`src/rtl/swls_div.sv`:
```
// Restoring divider, one quotient bit per cycle through one shared subtractor.
`timescale 1ns / 1ps

module swls_div #(
  parameter int unsigned DIVIDEND_W = 57,
  parameter int unsigned DIVISOR_W  = 9
) (
  input  logic                  clk_i,
  input  logic                  rst_ni,
  input  logic                  start_i,
  input  logic [DIVIDEND_W-1:0] dividend_i,
  input  logic [DIVISOR_W-1:0]  divisor_i,
  output logic                  busy_o,
  output logic                  done_o,
  output logic [DIVIDEND_W-1:0] quotient_o
);

  localparam int unsigned CW = $clog2(DIVIDEND_W + 1);

  logic                  busy_q, busy_d;
  logic                  done_q, done_d;
  logic [CW-1:0]         cnt_q, cnt_d;
  logic [DIVISOR_W-1:0]  rem_q, rem_d;
  logic [DIVISOR_W-1:0]  dvs_q, dvs_d;
  logic [DIVIDEND_W-1:0] quo_q, quo_d;
  logic [DIVISOR_W:0]    trial;
  logic [DIVISOR_W:0]    diff;
  logic                  take;

  // shared subtractor: shifted remainder minus divisor
  assign trial = {rem_q, quo_q[DIVIDEND_W-1]};
  assign diff  = trial - {1'b0, dvs_q};
  assign take  = (trial >= {1'b0, dvs_q});

  always_comb begin
    busy_d = busy_q;
    done_d = 1'b0;
    cnt_d  = cnt_q;
    rem_d  = rem_q;
    dvs_d  = dvs_q;
    quo_d  = quo_q;
    if (start_i && !busy_q) begin
      busy_d = 1'b1;
      cnt_d  = '0;
      rem_d  = '0;
      dvs_d  = divisor_i;
      quo_d  = dividend_i;
    end else if (busy_q) begin
      rem_d = take ? diff[DIVISOR_W-1:0] : trial[DIVISOR_W-1:0];
      quo_d = {quo_q[DIVIDEND_W-2:0], take};
      cnt_d = cnt_q + CW'(1);
      if (cnt_q == CW'(DIVIDEND_W - 1)) begin
        busy_d = 1'b0;
        done_d = 1'b1;
      end
    end
  end

  always_ff @(posedge clk_i or negedge rst_ni) begin
    if (!rst_ni) begin
      busy_q <= 1'b0;
      done_q <= 1'b0;
      cnt_q  <= '0;
      rem_q  <= '0;
      dvs_q  <= '0;
      quo_q  <= '0;
    end else begin
      busy_q <= busy_d;
      done_q <= done_d;
      cnt_q  <= cnt_d;
      rem_q  <= rem_d;
      dvs_q  <= dvs_d;
      quo_q  <= quo_d;
    end
  end

  assign busy_o     = busy_q;
  assign done_o     = done_q;
  assign quotient_o = quo_q;

  // remainder stays below the divisor while working
  assert property (@(posedge clk_i) disable iff (!rst_ni)
    busy_q |-> (rem_q < dvs_q))
    else $error("divider remainder not below divisor");

endmodule

```
`config.mk`:
```
export PLATFORM = sky130hd
export DESIGN_NAME = swls_div
export DESIGN_NICKNAME = d
export VERILOG_FILES = /design/src/rtl/swls_div.sv
export SDC_FILE = /design/constraint.sdc
export NUM_CORES = 1
export LEC_CHECK = 0
export BUFFER_PORTS_ARGS = -buffer_cell sky130_fd_sc_hd__buf_2
export CORE_MARGIN = 2
export CORE_UTILIZATION = 45
export DETAILED_ROUTE_END_ITERATION = 16
export GPL_ROUTABILITY_DRIVEN = 0
export PLACE_DENSITY = 0.82
export SYNTH_ARGS = -nofsm -noshare
export SYNTH_HDL_FRONTEND = slang
export SYNTH_SLANG_ARGS = --single-unit
```
`constraint.sdc`:
```
create_clock -name clk_i -period 2.9 [get_ports clk_i]
set_input_delay 0.145 -clock clk_i [delete_from_list [all_inputs] [get_ports clk_i]]
set_output_delay 0.145 -clock clk_i [all_outputs]
set_load 0.05 [all_outputs]
```
Word level (Yosys, flattened, before mapping). Cells that the tools add are included.

Add/sub/neg operators: 2. $lt $le $gt $ge: 1. Equal/unequal tests: 1. Mux-type cells: 13. Reduce and logical (&&, ||, !) cells: 3.

Operators by type and width (number): $mux 57 (2); $mux 9 (3); $mux 6 (2); $ge 10x9->1 (1); $sub 9x9->9 (1); $add 6x1->6 const B (1); $eq 6x6->1 const B (1); $mux 1 (6); $reduce_bool 2->1 (1); $logic_and 1x1->1 (1); $logic_not 1->1 (1).

Register bits after elaboration: 83. Input bits: 69. Word-level logic and storage cells: 26.

Logic depth before layout (Yosys ltp). Gate-level depths: netlist (run 1).

Depth after elaboration: 4. Depth in mapped cells: 8. Gate-level depth less buffers: 8.

Worst setup path after synthesis (run 1). Ideal clock, no wire load.

Path kind: reg-to-reg. Start point: reg quo_q[56], in the netlist quotient_o[56]. End point: reg rem_q[6]. Arrival time: 2439 ps. Slack: 327 ps. Cell stages (with the launch flop): 9. Buffers on the path: 0. Clock period less this slack: 2573 ps. Cell sequence: dfrtp_1 -> inv_1 -> ha_1 -> fa_1 -> nand2b_2 -> a211o_4 -> a31o_2 -> a41oi_1 -> o31ai_1.

Longest elaborated chain between the ends: 4.

RTL lines: from (decl) (line 25) `logic [DIVIDEND_W-1:0] quo_q, quo_d;`; from (signal assigned) (line 73) `quo_q <= quo_d;`; $sub 9x9->9 / $ge 10x9->1 (equally long branches) (line 32, 33); $mux 9 * (line 49) `rem_d = take ? diff[DIVISOR_W-1:0] : trial[DIVISOR_W-1:0];`; $mux 9 * (line 48) `end else if (busy_q) begin`; $mux 9 * (line 42) `if (start_i && !busy_q) begin`; to (signal assigned) (line 71) `rem_q <= rem_d;`; to (decl) (line 23) `logic [DIVISOR_W-1:0] rem_q, rem_d;`.

Every way passes the cells marked *; elsewhere a longest branch is shown, timed or not. The select of a mux whose other input is x is not followed. A chain may end at the register's enable or synchronous reset.

Worst setup path in the final report (run 1). Ends and elaborated chain as after synthesis.

==> flow_summary.toml, run 1 <==
[global_routing]
grt_pass1_wl_mm = 17.0
grt_start_max_net_pins = 79
antenna_found_initial = 0
grt_pass1_vias = 3569
grt_usage = 0.209
grt_overflow = 0

[clock_tree]
cts_buffer_depth = 2
post_cts_buffers = 0
root_buffer = "clkbuf_8"
htree_levels = 3
cts_tree = "yes"
path_clk_slew_ns = 0.09
clkSinkCount = 83
clk-insertion-delay-late_ns = 0.34
cts_buffers = 9

[setup_path]
cp-start-kind = "flip-flop"
critPathArrivalTime_ns = 2.65
r2r_setup_slack_ns = 0.46
worstSetupEndpointType = "flip-flop"
worstSetupPathType = "flip-flop to flip-flop"
worstPathRequired_ns = 3.11
path_max_fanout = 8

[layout]
nFillCells = 797
syn_to_final_growth_pct = 22.5
diodes = 0
finalNetCount = 632
drive_above_1_share = 0.282

[timing]
drv_slew = 0
finalCriticalPeriod_ns = 2.44
period_share = 0.840
max_freq_mhz = 410
fin_worst_skew_ns = 0.00690
setup_viol = 0
relSlewSlack = 0.513
tightest_slew_ns = 0.712
hold_viol = 0
setup_tns_ns = 0
rsz0062_at_grt = "no"

[floorplanning]
fp.dieW_um = 101
die_area_mm2 = 0.0102
die_y_um = 101
start_util = 0.461
io_pins = 128
rows = 35
core_region_area_mm2 = 0.00915

[routing]
first_iter_violations = 190
wl_per_cell_um = 15.3
drt_wl_total_mm = 10.2
antenna_left = 0
drt_pre_antenna_iters = 5
drc = 0
routed-via-count = 3645
via_per_inst = 5.46

[logic_synthesis]
synth_ff_type = "dfrtp_1"
synth_cells = 430
ys_ff_latch = 83
synth_warnings = 0
synthArstFlopShare = 1.00
yosysSeqAreaShare = 0.492
syn-mean-instance-area_um2 = 9.82
synth_area_mm2 = 0.00422
synth_cell_types = 44
synth_edf_count = 0
syn-num-nets = 511

[outcome]
outcome = "finished, final reports clean"

[job]
maxCapViolCount = 0

[placement]
numPortBuffers = 127
dpl.hpwl_mm = 7.16

[worst_hold_path]
hold_class = "primary input to flip-flop"
## cells by family (layout without fill, tap and decap cells)
logic type	after synthesis	in the layout	synth area share
buf+inv	40	166	0.0379
fa+ha+maj	12	12	0.0373
xor+xnor	6	6	0.0125
mux	57	57	0.135
simple gates	123	123	0.128
compound gates	109	109	0.157
flops	83	83	0.492
## metal layers
layer  vias up  global-route usage  wire (um)  part of all wire
li1       1752                   -          -                 -
met1      1760               0.280       4550              0.45
met2       120               0.328       4780              0.47
met3        13              0.0631        712             0.070
met4         0              0.0674        175             0.017
met5         -                   0          0                 0
## Yosys cell counts, types with 2 or more instances
library cell,n,area [um2]
buf_2,8,40.0
mux2i_1,57,571
clkbuf_1,18,67.6
nor3b_1,2,15.0
nor2b_1,3,18.8
ha_1,11,138
o311ai_1,2,17.5
a31o_2,2,17.5
nor2_1,5,18.8
and2_1,3,18.8
nand3b_1,2,15.0
nand3_1,4,20.0
a211o_1,2,17.5
inv_1,14,52.6
a41oi_1,2,17.5
dfrtp_1,83,2080
o221ai_1,2,17.5
a21oi_1,10,50.1
xnor2_1,3,26.3
a2111oi_0,2,17.5
nand4_1,5,31.3
o21ai_0,70,350
nand2_1,87,327
o211ai_1,2,15.0
o31ai_1,7,52.6
nor3_1,4,20.0
xor2_1,3,26.3
## cells in the final DEF, fill, tap and decap left out, types with 3 or more instances in the layout
| master | count |
|---|---|
| nand4_1 | 5 |
| nor2b_1 | 3 |
| xnor2_1 | 3 |
| clkbuf_8 | 9 |
| nor3_1 | 4 |
| inv_1 | 14 |
| mux2i_1 | 57 |
| and2_1 | 3 |
| nor2_1 | 5 |
| o21ai_0 | 70 |
| nand2_1 | 87 |
| buf_4 | 7 |
| xor2_1 | 3 |
| o31ai_1 | 7 |
| buf_2 | 125 |
| ha_1 | 11 |
| clkinv_2 | 3 |
| nand3_1 | 4 |
| dlygate4sd3_1 | 4 |
| a21oi_1 | 10 |
| dfrtp_1 | 82 |
## sequential cells by signal, summed over array words and instances, names as in the netlist
register / count
quotient_o: 57
dvs_q: 9
rem_q: 9
cnt_q: 6
busy_o: 1
done_o: 1
## area by class of cell
cell class              count  area (um2)  area share
clock buffers               9         124      0.0239
inverters                  14        52.6      0.0102
repair buffers            136         718       0.139
well taps                 111         139      0.0269
flip-flops and latches     83        2080       0.402
clock inverters             7        73.8      0.0143
multi-input cells         307        1980       0.384
## worst paths after layout
| kind | startpoint | end | cells past startpoint |
|---|---|---|---|
| worst max-delay path | quotient_o[56]$_DFFE_PN0P_ | rem_q[6]$_DFFE_PN0P_ | 8 |
| worst min-delay path | divisor_i[1] | dvs_q[1]$_DFFE_PN0P_ | 3 |
| worst max register to register | quotient_o[56]$_DFFE_PN0P_ | rem_q[6]$_DFFE_PN0P_ | 8 |
| worst min register to register | dvs_q[0]$_DFFE_PN0P_ | dvs_q[0]$_DFFE_PN0P_ | 2 |
| max in group asynchronous | rst_ni | dvs_q[4]$_DFFE_PN0P_ | 3 |
| min in group asynchronous | rst_ni | quotient_o[17]$_DFFE_PN0P_ | 2 |
## repair_timing
item	in CTS	in global routing
hold buffers	4	0
hold endpoints to repair	50	0
endpoints found under the setup margin	0	0
resized for setup	0	0
## critical path, cell delays in order, from the launching register on
cell      delay (ns)
dfrtp_1         0.39
inv_1           0.06
ha_1            0.23
fa_1            0.42
nand2b_2        0.21
a211o_4         0.36
a31o_2          0.31
a41oi_1         0.23
o31ai_1         0.10
## per-stage QoR
step                utilization  hold WS [ns]  std cells  cell area (um2)  setup WS [ns]
floorplan                     -        -0.151        430             4220          0.327
global placement          0.539         0.191        647             4930          0.574
detailed placement        0.539         0.197        647             4930          0.487
CTS                       0.565       0.00157        667             5170          0.465
global route              0.565       0.00570        667             5170          0.339
finish                    0.565        0.0158        667             5170          0.463
Power of run 1 is not shown: default switching activity piles up to over one toggle a cycle in this logic, so the estimate is an artifact.
==> run 2: changes to the inputs <==
Settings changed: PLACE_DENSITY 0.82 to 0.85.
Clock period 2.9 ns to 2.1 ns, I/O delays scaled along.
==> flow_summary.toml, run 2 (synthesized netlist as in run 1, its figures left out) <==
[outcome]
outcome = "finished, violations left"
failed_checks = "setup timing"

[floorplanning]
die_area_mm2 = 0.0102
start_util = 0.461
die_y_um = 101
core_region_area_mm2 = 0.00915
fp.dieW_um = 101
io_pins = 128
rows = 35

[setup_path]
cp_cell_sequence = "inv_2 -> ha_4 -> fa_2 -> nand2b_4 -> a211o_4 -> a31o_4 -> a41oi_2 -> o31ai_2"
max_stage_delay_ns = 0.39
worstSetupEndpointType = "flip-flop"
critPathArrivalTime_ns = 2.37
worstSetupPathType = "flip-flop to flip-flop"
crit_path_top_delay_cell = "dfrtp_2"
path_max_fanout = 8
cp-start-kind = "flip-flop"
worstPathRequired_ns = 2.33

[clock_tree]
clkSinkCount = 83
clk-insertion-delay-late_ns = 0.35
htree_levels = 3
cts_buffers = 9
cts_buffer_depth = 2
root_buffer = "clkbuf_8"
cts_tree = "yes"
path_clk_slew_ns = 0.10

[timing]
fin_worst_skew_ns = 0.0122
period_share = 1.02
setup_tns_ns = -0.168
finalCriticalPeriod_ns = 2.15
max_freq_mhz = 466
setup_viol = 7
fin_hold_ws_ns = 0.0403
relSlewSlack = 0.690
rsz0062_at_grt = "yes"
drv_slew = 0
setup_ws_ns = -0.0464
tightest_slew_ns = 0.465
hold_viol = 0

[global_routing]
antenna_found_initial = 0
grt_usage = 0.215
globalRoute.busiestLayer = "met2"
globalRouteMet3Util = 0.0534
grt_start_max_net_pins = 74
use_met2 = 0.369
grt_pass1_vias = 3723
grt_pass1_wl_mm = 17.2
grt_use_met1 = 0.263
grt_overflow = 0

[layout]
final_common_cell = "buf_2"
drive_above_1_share = 0.316
final_cells = 687
syn_to_final_growth_pct = 28.7
diodes = 0
final_cell_mix = "buf_2, nand2_1, dfrtp_1"
finalNetCount = 652
largest_reg_flops = 57

[placement]
numPortBuffers = 127
dpl.hpwl_mm = 7.65
dp_cells = 659

[routing]
antenna_left = 0
drc = 0
routed-via-count = 3692
first_iter_violations = 163
via_per_inst = 5.37
drt_pre_antenna_iters = 4
drt_wl_total_mm = 10.6
wl_per_cell_um = 15.4

[job]
maxCapViolCount = 0

[worst_hold_path]
hold_class = "primary input to flip-flop"
run 2: changes by cell type in the layout (fill, tap and decap cells not counted), sizes merged:
| cell | change |
|---|---|
| buf | +14 |
| bufinv | -1 |
| clkbuf | +1 |
| clkinvlp | +1 |
| dlygate4sd3 | +6 |
| inv | -1 |
run 2: metrics by stage:
step	setup slack, ns	instance area, um2	utilization
finish	-0.0464	5430	0.594
global route	-0.106	5430	0.594
CTS	-0.0227	5410	0.591
detailed placement	-0.0728	5100	0.557
global placement	-0.00326	5100	0.557
floorplan	-0.158	4270	-
run 2: final timing paths:
check,from,to,slack [ns],depth (start not counted)
worst min register to register,quotient_o[28]$_DFFE_PN0P_,quotient_o[29]$_DFFE_PN0P_,0.50,2
max in group asynchronous,rst_ni,quotient_o[22]$_DFFE_PN0P_,1.20,3
worst max register to register,quotient_o[56]$_DFFE_PN0P_,rem_q[7]$_DFFE_PN0P_,-0.05,8
min in group asynchronous,rst_ni,quotient_o[49]$_DFFE_PN0P_,0.22,2
worst min-delay path,dividend_i[35],quotient_o[35]$_DFFE_PN0P_,0.04,3
worst max-delay path,quotient_o[56]$_DFFE_PN0P_,rem_q[7]$_DFFE_PN0P_,-0.05,8
run 2: layer usage:
| layer | up-vias | share of wire |
|---|---|---|
| met2 | 124 | 0.51 |
| met5 | - | 0 |
| met3 | 15 | 0.059 |
| met1 | 1765 | 0.42 |
| li1 | 1788 | - |
| met4 | 0 | 0.016 |
run 2: timing repair:
action / CTS / global route
buffers inserted: 2 / 0
gates resized for setup: 3 / 4
pin swaps: 7 / 5
endpoints found under the hold margin: 38 / 0
endpoints found under the setup margin: 9 / 9
hold buffers: 10 / 0
run 2: layout make-up:
type | count | area, um2
fillers | 757 | 3720
flip-flops and latches | 83 | 2080
multi-input cells | 307 | 2070
repair buffers | 156 | 908
well taps | 111 | 139
clock buffers | 10 | 138
inverters | 14 | 52.6
clock inverters | 6 | 47.5
run 2: critical path: cells and delay by family (launching register included):
kind / cells / cell delay (ns)
flip-flops: 1 / 0.39
AND/OR/NAND/NOR: 1 / 0.15
buffers and inverters: 1 / 0.05
adder cells (fa/ha/maj): 2 / 0.49
AO/OA/AOI/OAI: 4 / 0.94
Power of run 2 is left out for the same reason.
==> run 3: changes to the inputs <==
Settings changed: CORE_MARGIN 2 to unset, HOLD_SLACK_MARGIN set to 0.1, PLACE_DENSITY 0.85 to 0.82.
Clock period 2.1 ns to 2.3 ns, I/O delays scaled along.
==> flow_summary.toml, run 3 (synthesized netlist as in run 1, its figures left out) <==
[outcome]
outcome = "finished, final reports clean"

[timing]
hold_viol = 0
tightest_slew_ns = 0.650
max_freq_mhz = 451
relSlewSlack = 0.567
period_share = 0.964
finalCriticalPeriod_ns = 2.22
fin_hold_ws_ns = 0.133
rsz0062_at_grt = "no"
setup_tns_ns = 0
setup_viol = 0
fin_worst_skew_ns = 0.0123
drv_slew = 0

[global_routing]
antenna_found_initial = 0
use_met2 = 0.414
globalRoute.busiestLayer = "met2"
grt_start_max_net_pins = 90
globalRouteMet3Util = 0.0582
grt_usage = 0.249
grt_use_met1 = 0.309
grt_pass1_vias = 3998
grt_pass1_wl_mm = 19.2
grt_overflow = 0

[job]
maxCapViolCount = 0

[setup_path]
crit_buf_inv = 0
crit_family = "compound AO/OA/AOI/OAI gates"
cp-start-kind = "flip-flop"
cp_cell_sequence = "ha_1 -> a21o_1 -> a211oi_2 -> a21oi_1 -> o31ai_1"
path_max_fanout = 8
worstSetupPathType = "flip-flop to flip-flop"
max_stage_delay_ns = 0.58
worstSetupEndpointType = "flip-flop"
critPathArrivalTime_ns = 2.47
crit_path_top_delay_cell = "a211oi_2"
worstPathRequired_ns = 2.55

[clock_tree]
htree_levels = 3
cts_buffers = 9
clkSinkCount = 83
root_buffer = "clkbuf_8"
path_clk_slew_ns = 0.08
clk-insertion-delay-late_ns = 0.36
cts_tree = "yes"
cts_buffer_depth = 2

[floorplanning]
start_util = 0.475
core_region_area_mm2 = 0.00889
io_pins = 128
rows = 34
die_area_mm2 = 0.00977
fp.dieW_um = 98.9
die_y_um = 98.9

[pwr]
cellPowerDensity_mw_per_mm2 = 1620
ir_drop_uv = 1140
p_leak_nw = 2.89

[routing]
antenna_left = 0
first_iter_violations = 164
drt_pre_antenna_iters = 5
via_per_inst = 5.46
routed-via-count = 3978
wl_per_cell_um = 16.2
drt_wl_total_mm = 11.8
drc = 0

[placement]
numPortBuffers = 127
dpl.hpwl_mm = 7.20

[layout]
syn_to_final_growth_pct = 38.1
largest_reg_flops = 57
finalNetCount = 697
final_cell_mix = "buf_2, nand2_1, dfrtp_1"
diodes = 0
drive_above_1_share = 0.269
nFillCells = 671
final_common_cell = "buf_2"

[worst_hold_path]
hold_class = "primary input to flip-flop"
## run 3: area by class of cell
type | count | area [um2] | share of cell area
flip-flops and latches | 83 | 2080 | 0.357
multi-input cells | 307 | 2010 | 0.345
repair buffers | 201 | 1380 | 0.236
well taps | 108 | 135 | 0.0232
clock buffers | 9 | 124 | 0.0212
inverters | 14 | 52.6 | 0.00901
clock inverters | 6 | 48.8 | 0.00837
## run 3: final timing paths
check,startpoint,end,slack (ns),depth (start not counted)
setup / recovery,rem_q[6]$_DFFE_PN0P_,rem_q[4]$_DFFE_PN0P_,0.08,5
setup reg to reg,rem_q[6]$_DFFE_PN0P_,rem_q[4]$_DFFE_PN0P_,0.08,5
min in group asynchronous,rst_ni,quotient_o[35]$_DFFE_PN0P_,0.33,2
hold / removal,dividend_i[56],quotient_o[56]$_DFFE_PN0P_,0.13,3
hold reg to reg,cnt_q[5]$_DFFE_PN0P_,cnt_q[5]$_DFFE_PN0P_,0.51,1
max in group asynchronous,rst_ni,quotient_o[8]$_DFFE_PN0P_,1.35,3
## run 3: timing repair
item                       in CTS  in global routing
gates resized for setup         0                  1
buffers inserted                0                  0
hold buffers                   63                  0
setup endpoints to repair       0                  1
hold endpoints to repair      111                  0
## run 3: stage by stage
step / cell area, um2 / cells / worst slack (ns) / power [mW] / utilization
floorplan: 4240 / 430 / 0.0130 / 6.84 / -
global placement: 5020 / 650 / 0.172 / 8.09 / 0.565
detailed placement: 5020 / 650 / 0.0683 / 8.30 / 0.565
CTS: 5820 / 728 / 0.0552 / 9.38 / 0.655
global route: 5830 / 728 / 0.00281 / 10.1 / 0.656
finish: 5830 / 728 / 0.0823 / 9.47 / 0.656
## run 3: layer usage
metal,routed length (um),up-vias
met2,5770,181
met1,4830,1885
li1,-,1880
met4,337,0
met3,823,32
met5,0,-
## run 3: tightest hold or removal path, stage by stage
cell     delay (ns)
buf_2          0.10
mux2i_1        0.11
o21ai_0        0.11
## run 3: power breakdown
part / total [mW] / switching (mW) / internal, mW
logic: 5.66 / 3.82 / 1.84
registers: 2.85 / 0.633 / 2.21
clock network: 0.962 / 0.564 / 0.398
total: 9.47 / 5.02 / 4.45
Power figures use the tool's default switching activity.
